--- src/rtl/core/iir_pkg.sv ---
// shared types, constants and microprogram for the iir direct form filter
package iir_pkg;

    localparam int COEF_W    = 24;
    localparam int FRAC_W    = 22;
    localparam int Y_W       = 32;
    localparam int OUT_W     = 24;
    localparam int PROD_W    = COEF_W + Y_W;
    localparam int ACC_W     = PROD_W + 3;
    localparam int RND_W     = ACC_W + 1 - FRAC_W;
    localparam int CFG_IDX_W = 3;
    localparam int STEP_W    = 4;

    localparam int DEF_FORWARD_TAPS  = 3;
    localparam int DEF_FEEDBACK_TAPS = 3;
    localparam int DEF_SAMPLE_WIDTH  = 18;

    localparam logic [CFG_IDX_W-1:0] CFG_B0   = 3'd0;
    localparam logic [CFG_IDX_W-1:0] CFG_B1   = 3'd1;
    localparam logic [CFG_IDX_W-1:0] CFG_B2   = 3'd2;
    localparam logic [CFG_IDX_W-1:0] CFG_A1   = 3'd3;
    localparam logic [CFG_IDX_W-1:0] CFG_A2   = 3'd4;
    localparam logic [CFG_IDX_W-1:0] CFG_GAIN = 3'd5;

    localparam logic [STEP_W-1:0] STEP_IDLE  = 4'd0;
    localparam logic [STEP_W-1:0] STEP_B0    = 4'd1;
    localparam logic [STEP_W-1:0] STEP_B1    = 4'd2;
    localparam logic [STEP_W-1:0] STEP_B2    = 4'd3;
    localparam logic [STEP_W-1:0] STEP_A1    = 4'd4;
    localparam logic [STEP_W-1:0] STEP_A2    = 4'd5;
    localparam logic [STEP_W-1:0] STEP_SUM   = 4'd6;
    localparam logic [STEP_W-1:0] STEP_STORE = 4'd7;
    localparam logic [STEP_W-1:0] STEP_GAIN  = 4'd8;
    localparam logic [STEP_W-1:0] STEP_LOAD  = 4'd9;
    localparam logic [STEP_W-1:0] STEP_EMIT  = 4'd10;

    typedef enum logic [2:0] {
        COEF_B0,
        COEF_B1,
        COEF_B2,
        COEF_A1,
        COEF_A2,
        COEF_GAIN
    } coef_sel_t;

    typedef enum logic [2:0] {
        DATA_X0,
        DATA_X1,
        DATA_X2,
        DATA_Y0,
        DATA_Y1
    } data_sel_t;

    typedef enum logic [1:0] {
        ACC_HOLD,
        ACC_LOAD,
        ACC_ADD,
        ACC_SUB
    } acc_op_t;

    typedef enum logic [1:0] {
        ACT_NONE,
        ACT_LOAD_X,
        ACT_STORE_Y,
        ACT_EMIT
    } act_t;

    typedef enum logic [1:0] {
        COND_NEXT,
        COND_WAIT_IN,
        COND_WAIT_OUT,
        COND_JUMP
    } cond_t;

    typedef struct packed {
        coef_sel_t         coef_sel;
        data_sel_t         data_sel;
        acc_op_t           acc_op;
        act_t              act;
        cond_t             cond;
        logic [STEP_W-1:0] target;
    } ucode_t;

    typedef struct packed {
        ucode_t uc;
        logic   go;
    } ctrl_t;

    typedef struct packed {
        logic in_valid;
        logic out_free;
    } status_t;

    function automatic ucode_t ucode_rom(input logic [STEP_W-1:0] step);
        ucode_t w;
        begin
            case (step)
                STEP_IDLE:  w = '{COEF_B0, DATA_X0, ACC_HOLD, ACT_LOAD_X, COND_WAIT_IN, STEP_IDLE};
                STEP_B0:    w = '{COEF_B0, DATA_X0, ACC_HOLD, ACT_NONE, COND_NEXT, STEP_IDLE};
                STEP_B1:    w = '{COEF_B1, DATA_X1, ACC_LOAD, ACT_NONE, COND_NEXT, STEP_IDLE};
                STEP_B2:    w = '{COEF_B2, DATA_X2, ACC_ADD, ACT_NONE, COND_NEXT, STEP_IDLE};
                STEP_A1:    w = '{COEF_A1, DATA_Y0, ACC_ADD, ACT_NONE, COND_NEXT, STEP_IDLE};
                STEP_A2:    w = '{COEF_A2, DATA_Y1, ACC_SUB, ACT_NONE, COND_NEXT, STEP_IDLE};
                STEP_SUM:   w = '{COEF_B0, DATA_X0, ACC_SUB, ACT_NONE, COND_NEXT, STEP_IDLE};
                STEP_STORE: w = '{COEF_B0, DATA_X0, ACC_HOLD, ACT_STORE_Y, COND_NEXT, STEP_IDLE};
                STEP_GAIN:  w = '{COEF_GAIN, DATA_Y0, ACC_HOLD, ACT_NONE, COND_NEXT, STEP_IDLE};
                STEP_LOAD:  w = '{COEF_B0, DATA_X0, ACC_LOAD, ACT_NONE, COND_NEXT, STEP_IDLE};
                STEP_EMIT:  w = '{COEF_B0, DATA_X0, ACC_HOLD, ACT_EMIT, COND_WAIT_OUT, STEP_IDLE};
                default:    w = '{COEF_B0, DATA_X0, ACC_HOLD, ACT_NONE, COND_JUMP, STEP_IDLE};
            endcase
            return w;
        end
    endfunction

endpackage

--- src/rtl/core/iir_seq.sv ---
// microcode sequencer: step counter, control rom and jump logic
module iir_seq (
    input  logic             clk,
    input  logic             rst_n,
    input  iir_pkg::status_t status,
    output iir_pkg::ctrl_t   ctrl,
    output logic             in_ready
);
    import iir_pkg::*;

    logic [STEP_W-1:0] pc_reg;
    logic [STEP_W-1:0] pc_next;
    ucode_t            uc;
    logic              go;

    assign uc = ucode_rom(pc_reg);

    always_comb
    begin
        case (uc.cond)
            COND_WAIT_IN:  go = status.in_valid;
            COND_WAIT_OUT: go = status.out_free;
            COND_NEXT:     go = 1'b1;
            COND_JUMP:     go = 1'b1;
            default:       go = 1'b0;
        endcase
    end

    always_comb
    begin
        pc_next = pc_reg;
        if (go)
        begin
            case (uc.cond)
                COND_WAIT_OUT: pc_next = uc.target;
                COND_JUMP:     pc_next = uc.target;
                default:       pc_next = STEP_W'(pc_reg + 1'b1);
            endcase
        end
    end

    always_ff @(posedge clk or negedge rst_n)
    begin
        if (!rst_n)
        begin
            pc_reg <= STEP_IDLE;
        end
        else
        begin
            pc_reg <= pc_next;
        end
    end

    assign ctrl.uc   = uc;
    assign ctrl.go   = go;
    assign in_ready  = (uc.cond == COND_WAIT_IN);

endmodule

--- src/rtl/core/iir_dp.sv ---
// datapath: coefficient registers, histories, shared multiplier, accumulator, output register
module iir_dp #(
    parameter int FORWARD_TAPS  = iir_pkg::DEF_FORWARD_TAPS,
    parameter int FEEDBACK_TAPS = iir_pkg::DEF_FEEDBACK_TAPS,
    parameter int SAMPLE_WIDTH  = iir_pkg::DEF_SAMPLE_WIDTH
) (
    input  logic                          clk,
    input  logic                          rst_n,
    input  logic                          cfg_wr_en,
    input  logic [iir_pkg::CFG_IDX_W-1:0] cfg_index,
    input  logic [iir_pkg::COEF_W-1:0]    cfg_data,
    input  logic [SAMPLE_WIDTH-1:0]       in_sample,
    input  iir_pkg::ctrl_t                ctrl,
    output logic                          out_free,
    output logic                          out_valid,
    input  logic                          out_ready,
    output logic [iir_pkg::OUT_W-1:0]     out_data
);
    import iir_pkg::*;

    localparam logic signed [ACC_W:0]    RND_HALF  = (ACC_W+1)'(1) <<< (FRAC_W - 1);
    localparam logic signed [RND_W-1:0]  Y_HI      = (RND_W'(1) <<< (Y_W - 1)) - RND_W'(1);
    localparam logic signed [RND_W-1:0]  Y_LO      = ~Y_HI;
    localparam logic signed [RND_W-1:0]  O_HI      = (RND_W'(1) <<< (OUT_W - 1)) - RND_W'(1);
    localparam logic signed [RND_W-1:0]  O_LO      = ~O_HI;
    localparam logic [COEF_W-1:0]        GAIN_ONE  = COEF_W'(1) << FRAC_W;

    logic signed [COEF_W-1:0]       coef_b0_reg;
    logic signed [COEF_W-1:0]       coef_b1_reg;
    logic signed [COEF_W-1:0]       coef_b2_reg;
    logic signed [COEF_W-1:0]       coef_a1_reg;
    logic signed [COEF_W-1:0]       coef_a2_reg;
    logic signed [COEF_W-1:0]       gain_reg;
    logic signed [SAMPLE_WIDTH-1:0] x0_reg;
    logic signed [SAMPLE_WIDTH-1:0] x1_reg;
    logic signed [SAMPLE_WIDTH-1:0] x2_reg;
    logic signed [Y_W-1:0]          y0_reg;
    logic signed [Y_W-1:0]          y1_reg;
    logic signed [PROD_W-1:0]       prod_reg;
    logic signed [ACC_W-1:0]        acc_reg;
    logic signed [ACC_W-1:0]        acc_next;
    logic                           out_valid_reg;
    logic [OUT_W-1:0]               out_data_reg;

    logic signed [COEF_W-1:0]       mul_a;
    logic signed [Y_W-1:0]          mul_b;
    logic signed [ACC_W-1:0]        prod_ext;
    logic signed [ACC_W:0]          rnd_sum;
    logic signed [RND_W-1:0]        rnd_val;
    logic signed [Y_W-1:0]          y_sat;
    logic [OUT_W-1:0]               o_sat;
    logic                           emit;

    // coefficient registers
    always_ff @(posedge clk or negedge rst_n)
    begin
        if (!rst_n)
        begin
            coef_b0_reg <= '0;
            coef_b1_reg <= '0;
            coef_b2_reg <= '0;
            coef_a1_reg <= '0;
            coef_a2_reg <= '0;
            gain_reg    <= GAIN_ONE;
        end
        else if (cfg_wr_en)
        begin
            case (cfg_index)
                CFG_B0:   coef_b0_reg <= cfg_data;
                CFG_B1:   coef_b1_reg <= cfg_data;
                CFG_B2:   coef_b2_reg <= cfg_data;
                CFG_A1:   coef_a1_reg <= cfg_data;
                CFG_A2:   coef_a2_reg <= cfg_data;
                CFG_GAIN: gain_reg    <= cfg_data;
                default:  ;
            endcase
        end
    end

    // operand select, unused taps read as zero
    always_comb
    begin
        case (ctrl.uc.coef_sel)
            COEF_B0:   mul_a = coef_b0_reg;
            COEF_B1:   mul_a = (FORWARD_TAPS > 1) ? coef_b1_reg : '0;
            COEF_B2:   mul_a = (FORWARD_TAPS > 2) ? coef_b2_reg : '0;
            COEF_A1:   mul_a = (FEEDBACK_TAPS > 1) ? coef_a1_reg : '0;
            COEF_A2:   mul_a = (FEEDBACK_TAPS > 2) ? coef_a2_reg : '0;
            COEF_GAIN: mul_a = gain_reg;
            default:   mul_a = '0;
        endcase
    end

    always_comb
    begin
        case (ctrl.uc.data_sel)
            DATA_X0: mul_b = Y_W'(x0_reg);
            DATA_X1: mul_b = Y_W'(x1_reg);
            DATA_X2: mul_b = Y_W'(x2_reg);
            DATA_Y0: mul_b = y0_reg;
            DATA_Y1: mul_b = y1_reg;
            default: mul_b = '0;
        endcase
    end

    assign prod_ext = ACC_W'(prod_reg);

    always_comb
    begin
        case (ctrl.uc.acc_op)
            ACC_LOAD: acc_next = prod_ext;
            ACC_ADD:  acc_next = acc_reg + prod_ext;
            ACC_SUB:  acc_next = acc_reg - prod_ext;
            default:  acc_next = acc_reg;
        endcase
    end

    // round half up from q.22, then clamp
    assign rnd_sum = (ACC_W+1)'(acc_reg) + RND_HALF;
    assign rnd_val = rnd_sum[ACC_W:FRAC_W];

    always_comb
    begin
        if (rnd_val > Y_HI)
        begin
            y_sat = Y_HI[Y_W-1:0];
        end
        else if (rnd_val < Y_LO)
        begin
            y_sat = Y_LO[Y_W-1:0];
        end
        else
        begin
            y_sat = rnd_val[Y_W-1:0];
        end
    end

    always_comb
    begin
        if (rnd_val > O_HI)
        begin
            o_sat = O_HI[OUT_W-1:0];
        end
        else if (rnd_val < O_LO)
        begin
            o_sat = O_LO[OUT_W-1:0];
        end
        else
        begin
            o_sat = rnd_val[OUT_W-1:0];
        end
    end

    always_ff @(posedge clk)
    begin
        prod_reg <= mul_a * mul_b;
        acc_reg  <= acc_next;
        if (emit)
        begin
            out_data_reg <= o_sat;
        end
    end

    // sample and output histories
    always_ff @(posedge clk or negedge rst_n)
    begin
        if (!rst_n)
        begin
            x0_reg <= '0;
            x1_reg <= '0;
            x2_reg <= '0;
            y0_reg <= '0;
            y1_reg <= '0;
        end
        else if (ctrl.go)
        begin
            if (ctrl.uc.act == ACT_LOAD_X)
            begin
                x0_reg <= in_sample;
                x1_reg <= x0_reg;
                x2_reg <= x1_reg;
            end
            if (ctrl.uc.act == ACT_STORE_Y)
            begin
                y0_reg <= y_sat;
                y1_reg <= y0_reg;
            end
        end
    end

    assign emit     = ctrl.go && (ctrl.uc.act == ACT_EMIT);
    assign out_free = !out_valid_reg || out_ready;

    always_ff @(posedge clk or negedge rst_n)
    begin
        if (!rst_n)
        begin
            out_valid_reg <= 1'b0;
        end
        else if (emit)
        begin
            out_valid_reg <= 1'b1;
        end
        else if (out_ready)
        begin
            out_valid_reg <= 1'b0;
        end
    end

    assign out_valid = out_valid_reg;
    assign out_data  = out_data_reg;

endmodule

--- src/rtl/core/iir_direct_form_filter.sv ---
// Second-order direct form I IIR filter, Q2.22 coefficients and gain, run by a
// microcoded sequencer over one shared 24x32 multiplier. A sample is taken in one
// accept step and then worked through ten program steps (five products into the
// accumulator, rounding and storing the feedback value, one gain product, rounding
// to the output), the last of which puts the result in the output register. No new
// sample is accepted before the program is back at its idle step, and the next one
// is accepted as soon as the program is back there, while the result waits in the
// output register; the emit step holds only if the previous word is still untaken.
// Coefficient writes belong in idle time between samples.
module iir_direct_form_filter #(
    parameter int FORWARD_TAPS  = iir_pkg::DEF_FORWARD_TAPS,
    parameter int FEEDBACK_TAPS = iir_pkg::DEF_FEEDBACK_TAPS,
    parameter int SAMPLE_WIDTH  = iir_pkg::DEF_SAMPLE_WIDTH,
    localparam int IN_TDATA_W   = ((SAMPLE_WIDTH + 7) / 8) * 8,
    localparam int OUT_TDATA_W  = ((iir_pkg::OUT_W + 7) / 8) * 8
) (
    input  logic                          clk,
    input  logic                          rst_n,
    input  logic                          cfg_wr_en,
    input  logic [iir_pkg::CFG_IDX_W-1:0] cfg_index,
    input  logic [iir_pkg::COEF_W-1:0]    cfg_data,
    input  logic                          s_axis_tvalid,
    output logic                          s_axis_tready,
    input  logic [IN_TDATA_W-1:0]         s_axis_tdata,   // sample_in
    output logic                          m_axis_tvalid,
    input  logic                          m_axis_tready,
    output logic [OUT_TDATA_W-1:0]        m_axis_tdata    // sample_out
);
    import iir_pkg::*;

    status_t          status;
    ctrl_t            ctrl;
    logic             out_free;
    logic [OUT_W-1:0] out_data;

    assign status.in_valid = s_axis_tvalid;
    assign status.out_free = out_free;

    iir_seq u_seq (
        .clk      (clk),
        .rst_n    (rst_n),
        .status   (status),
        .ctrl     (ctrl),
        .in_ready (s_axis_tready)
    );

    iir_dp #(
        .FORWARD_TAPS  (FORWARD_TAPS),
        .FEEDBACK_TAPS (FEEDBACK_TAPS),
        .SAMPLE_WIDTH  (SAMPLE_WIDTH)
    ) u_dp (
        .clk       (clk),
        .rst_n     (rst_n),
        .cfg_wr_en (cfg_wr_en),
        .cfg_index (cfg_index),
        .cfg_data  (cfg_data),
        .in_sample (s_axis_tdata[SAMPLE_WIDTH-1:0]),
        .ctrl      (ctrl),
        .out_free  (out_free),
        .out_valid (m_axis_tvalid),
        .out_ready (m_axis_tready),
        .out_data  (out_data)
    );

    assign m_axis_tdata = OUT_TDATA_W'(out_data);

endmodule

--- config.mk ---
export PLATFORM = sky130hd
export DESIGN_NAME = iir_direct_form_filter
export DESIGN_NICKNAME = d
export VERILOG_FILES = /design/src/rtl/core/iir_pkg.sv /design/src/rtl/core/iir_seq.sv /design/src/rtl/core/iir_dp.sv /design/src/rtl/core/iir_direct_form_filter.sv
export SDC_FILE = /design/constraint.sdc
export NUM_CORES = 2
export LEC_CHECK = 0
export BUFFER_PORTS_ARGS = -buffer_cell sky130_fd_sc_hd__buf_2
export CAP_MARGIN = 20
export CORE_MARGIN = 3
export CORE_UTILIZATION = 65
export CTS_BUF_LIST = sky130_fd_sc_hd__clkbuf_16
export CTS_CLUSTER_SIZE = 40
export DETAILED_ROUTE_END_ITERATION = 16
export PLACE_DENSITY = 0.82
export SLEW_MARGIN = 10
export SYNTH_ARGS = -nofsm -noshare
export SYNTH_HDL_FRONTEND = slang
export SYNTH_SLANG_ARGS = --single-unit
--- constraint.sdc ---
create_clock -name clk -period 22.4 [get_ports clk]
set_clock_uncertainty 0.2 [all_clocks]
set_input_delay 0 -clock clk [delete_from_list [all_inputs] [get_ports clk]]
set_output_delay 0 -clock clk [all_outputs]
set_load 0.005 [all_outputs]
Yosys cells after proc, flatten, opt, wreduce, memory -nomap -nowiden
Memory sizes are Yosys's and may differ from the RTL's.
Index checks and enable logic that the tools add are counted.
- order comparisons: 4
- equality and inequality tests: 23
- reduce and logical (&&, ||, !) cells: 19
- add/subtract/negate cells: 4
- $mul: 1
- mux-type cells: 10
- operators by type and width (kind ; number):
    $pmux W59 S3 ; 1
    $pmux W32 S5 ; 1
    $pmux W24 S6 ; 1
    $mux W32 ; 2
    $add A59 B23 Y60 const B ; 1
    $add A59 B56 Y59 ; 1
    $sub A59 B56 Y59 ; 1
    $mul A24 B32 Y56 ; 1
    $gt A38 B24 Y1 const B ; 1
    $gt A38 B32 Y1 const B ; 1
    $lt A38 B24 Y1 const B ; 1
    $lt A38 B32 Y1 const B ; 1
    $mux W24 ; 1
    $eq A3 B2 Y1 const B ; 6
    $reduce_and A2 Y1 ; 8
    $eq A3 B3 Y1 const B ; 5
    $eq A2 B2 Y1 const B ; 6
    $eq A3 B1 Y1 const B ; 3
    $logic_not A3 Y1 ; 3
    $eq A2 B1 Y1 const B ; 3
    $add A4 B1 Y4 const B ; 1
    $mux W4 ; 1
    $reduce_or A2 Y1 ; 2
    $pmux W1 S3 ; 1
    other kinds (7) ; 8
- register bits after elaboration: 406
- logic and storage cells: 78
- ROM bits: 192
- memories: 1
- memories (memory ; depth ; width ; read ports ; clocked after memory_dff ; wr ports ; RTL line ; RTL):
    (no name shown) ; 16 ; 12 ; 1 ; 0 ; 0 ; iir_pkg.sv:97 ; case (step)

Logic depth before layout (Yosys ltp)
An unclocked memory read counts as a cell.
- word-level depth: 6
- mapped depth: 40
- gate-level depth less buffers: 35

Cells and area by module
A second synthesis with hierarchy kept.
- cells, all modules: 5106
- area total of the unflattened synthesis: 48665.4 µm²
- by module, submodules not included (module ; cells an instance ; instances ; seq. area each (µm²) ; area each (µm²)):
    iir_dp ; 5042 ; 1 ; 10196.0 ; 48142.4
    iir_seq ; 64 ; 1 ; 100.1 ; 523.0

Worst setup path after synthesis
OpenSTA, ideal clock, no wires.
- path type: reg2reg
- start point: register u_seq.pc_reg[0]
- end point: register u_dp.prod_reg[49]
- path slack: 13.077 ns
- stages on the path, launching flop included: 31
- data arrival time: 9.003 ns
- clock period less this slack: 9.323 ns
- cells stage by stage: dfrtp_1 inv_1 ha_1 clkbuf_1 nor4b_1 clkbuf_1 clkbuf_1 a221o_1 clkbuf_1 nand2_1 fa_1 fa_1 fa_1 fa_1 inv_1 fa_1 fa_1 inv_1 fa_1 inv_1 ha_1 a21o_1 o21a_1 a311oi_1 o21a_1 a21boi_0 a211o_1 a211o_1 a31oi_1 o21ai_0 xnor2_1
- longest elaborated chain between the ends: 4
- RTL lines (item ; RTL line ; RTL):
    start, declared ; iir_seq.sv:11 ; logic [STEP_W-1:0] pc_reg;
    start signal, assigned ; iir_seq.sv:50 ; pc_reg <= pc_next;
    $mem_v2 Z16 W12 * ; n/a ;
    $eq A3 B3 Y1, or another cell as far along ; iir_dp.sv:83 ; case (ctrl.uc.coef_sel)
    $pmux W24 S6 / $pmux W32 S5 (equally long branches) ; iir_dp.sv:83, iir_dp.sv:96 ;
    $mul A24 B32 Y56 * ; iir_dp.sv:156 ; prod_reg <= mul_a * mul_b;
    end signal, assigned ; iir_dp.sv:156 ;
    end, declared ; iir_dp.sv:39 ; logic signed [PROD_W-1:0] prod_reg;
Every way passes the cells marked *; elsewhere a longest branch is shown, timed or not.
A chain may end at the register's enable or synchronous reset.

Final worst setup path
- start point: register u_seq.pc_reg[2]
- end point: register u_dp.prod_reg[50]
Same word-level chain as after synthesis.

==> run metrics <==
Cells after Synth=between 5000 and 6000; Most Frequent Cell on Critical Path=fa_1; Via density=approximately 6.2; area fraction of the dominant cell type after synthesis=about 32%; die area=77700 sq um; data required time of the worst path=22.67 ns; Die H=between 200 and 300 um; total CTS buffers=46; element type at the critical path end=register; flip-flop count of the largest register after layout=59; count of pins over their slew limit=0; Primary FF master, synth=dfrtp_1; Setup Buffers After CTS=0; drt first-iter violations=4252; Tightest Pin Transition=1.43 ns; critical-path maximum fanout=64; startpoint types=register; total grt overflow=0; share of cells above drive strength 1=10.1%; Slew headroom=4.75%; Detailed Place HPWL=98.4 mm; Crit path largest cell delay=0.87 ns; via count=about 38000; filler instances=just over 5000; register bit total from synthesis=406; most area-hungry cell type in the Yosys netlist=fa_1; Crit-path slowest cell=a2111oi_0; worst-skew pair later-pin latency=0.64 ns; first-pass iteration count of the detailed router=9; final hold vios=0; TNS Setup=0 ns; H-tree depth=2; number of buffers and inverters on the critical path=8; vias in the first global route=40668; yosys warns=0; Max clock buf depth=3; die width=around 280 um; synth top area cells=fa_1 32%, dfrtp_1 14%, inv_1 7.2%; Final ANT Viol Nets=0; Syn Std Cell Area=48400 sq um; sequential area share after synthesis=21.3%; Hold-fix buffers, CTS=92; WP data arrival=about 12 ns; EDFF count, synth=83; register clock-pin slew on the reported worst setup and hold paths=0.06 ns; Starting Density=66.0%; Async S/R FF share, synth=65.8%; CTS tree=yes; minimum clock period=approximately 11 ns; first-pass GRT wire length=220 mm; Core ar.=73300 sq um; critical path's top delay family=adder cells; Max-Cap Viols=0; CTS root buffer=clkbuf_16; syn nets=6172; Residual DRC=0; Routed WL=about 140 mm; Setup violations, final=0; status=completed; Area Growth Syn to Fin=8.64%; most common cell in the netlist=inv_1; fmax=88.9 MHz; total global-route track usage=36.3%; Port-buffer cells=75; Clock Sinks=406; row cnt=99; pin count of the biggest net entering global routing=130; critical path class=register to register; Hold Crit Class=input port to register; Syn Area/Cell=9.46 sq um; Ports=82; Wirelength per Cell=between 20 and 25 um; Distinct cells, synth=79; PostCTS Resize Cnt=0; initial antenna violation count=2; RSZ-0062 raised after global routing=false; Nets=around 6200; top post-synthesis cells by count=928 x inv_1, 784 x fa_1, 703 x nand2_1; gpl congestion=roughly 0.97; Final period util=50.2%
[layout make-up]
type	instances	area [sq um]	area share, %
Clock inverter	34	323	0.614
Clock buffer	52	1300	2.48
Tap cell	959	1200	2.28
Timing Repair Buffer	259	2020	3.84
Multi-Input combinational cell	3525	33900	64.6
Antenna cell	2	5.00	0.00952
Sequential cell	406	10300	19.6
Inverter	929	3490	6.63
[logic make-up (layout without fill, tap and decap cells)]
group,count (synthesis),after routing,share of synthesized area [%]
DFF,406,406,21.3
AOI/OAI and AO/OA,729,729,10.2
muxes,238,238,5.53
and+or+nand+nor,1357,1357,12.1
xor gates and xnor gates,197,197,3.57
adders and majority gates,1004,1004,38.1
other,0,2,0
buffers and inverters,1181,1274,9.17
[tightest hold or removal path, delay by kind of cell]
kind / cells / cell delay, ns
buffers and inverters: 2 / 0.68
muxes: 1 / 0.15
[layer usage]
metal | vias up | track usage [%] | routed length (um)
met2 | 2312 | 56.9 | 62100
met1 | 18990 | 46.4 | 50100
met4 | 2 | 19.6 | 8880
li1 | 16364 | - | -
met3 | 546 | 9.76 | 16000
met5 | - | 0 | 13
[cells in the final DEF, fill, tap and decap left out, types with 83 or more instances in the layout]
master and instances:
inv_1 935, fa_1 784, nand2_1 702, nor2_1 356, dfrtp_1 266, mux2_2 233, ha_1 220, a21oi_1 167
o21ai_0 144, xnor2_1 104, xor2_1 93, dlygate4sd3_1 91, buf_4 91, edfxtp_1 83
[metrics by stage]
stage	std cells	util, %	instance area [sq um]	setup slack, ns	hold WS (ns)
after floorplan	5112	-	48400	13.08	-0.496
after global placement	5985	68.2	50000	11.41	-0.0266
after detailed placement	5985	68.2	50000	11.32	-0.0279
after CTS	6163	71.7	52500	11.24	0.00464
after global routing	6165	71.7	52600	10.64	0.0417
final	6166	71.7	52600	11.15	0.0275
[final timing paths]
kind	depth (start not counted)	from	to	slack [ns]
worst min-delay path	3	cfg_data[19]	u_dp.coef_b2_reg[19]	0.03
worst max register to register	33	u_seq.pc_reg[2]	u_dp.prod_reg[50]	11.15
max in group asynchronous	5	rst_n	u_dp.y0_reg[16]	19.90
worst min register to register	1	u_dp.x2_reg[9]	u_dp.x2_reg[9]	0.31
min in group asynchronous	3	rst_n	u_dp.gain_reg[22]	0.26
worst max-delay path	33	u_seq.pc_reg[2]	u_dp.prod_reg[50]	11.15
Power is left out: the tool's default activity adds up to more than one toggle a clock period on the data nets, which glitch-free logic cannot reach.
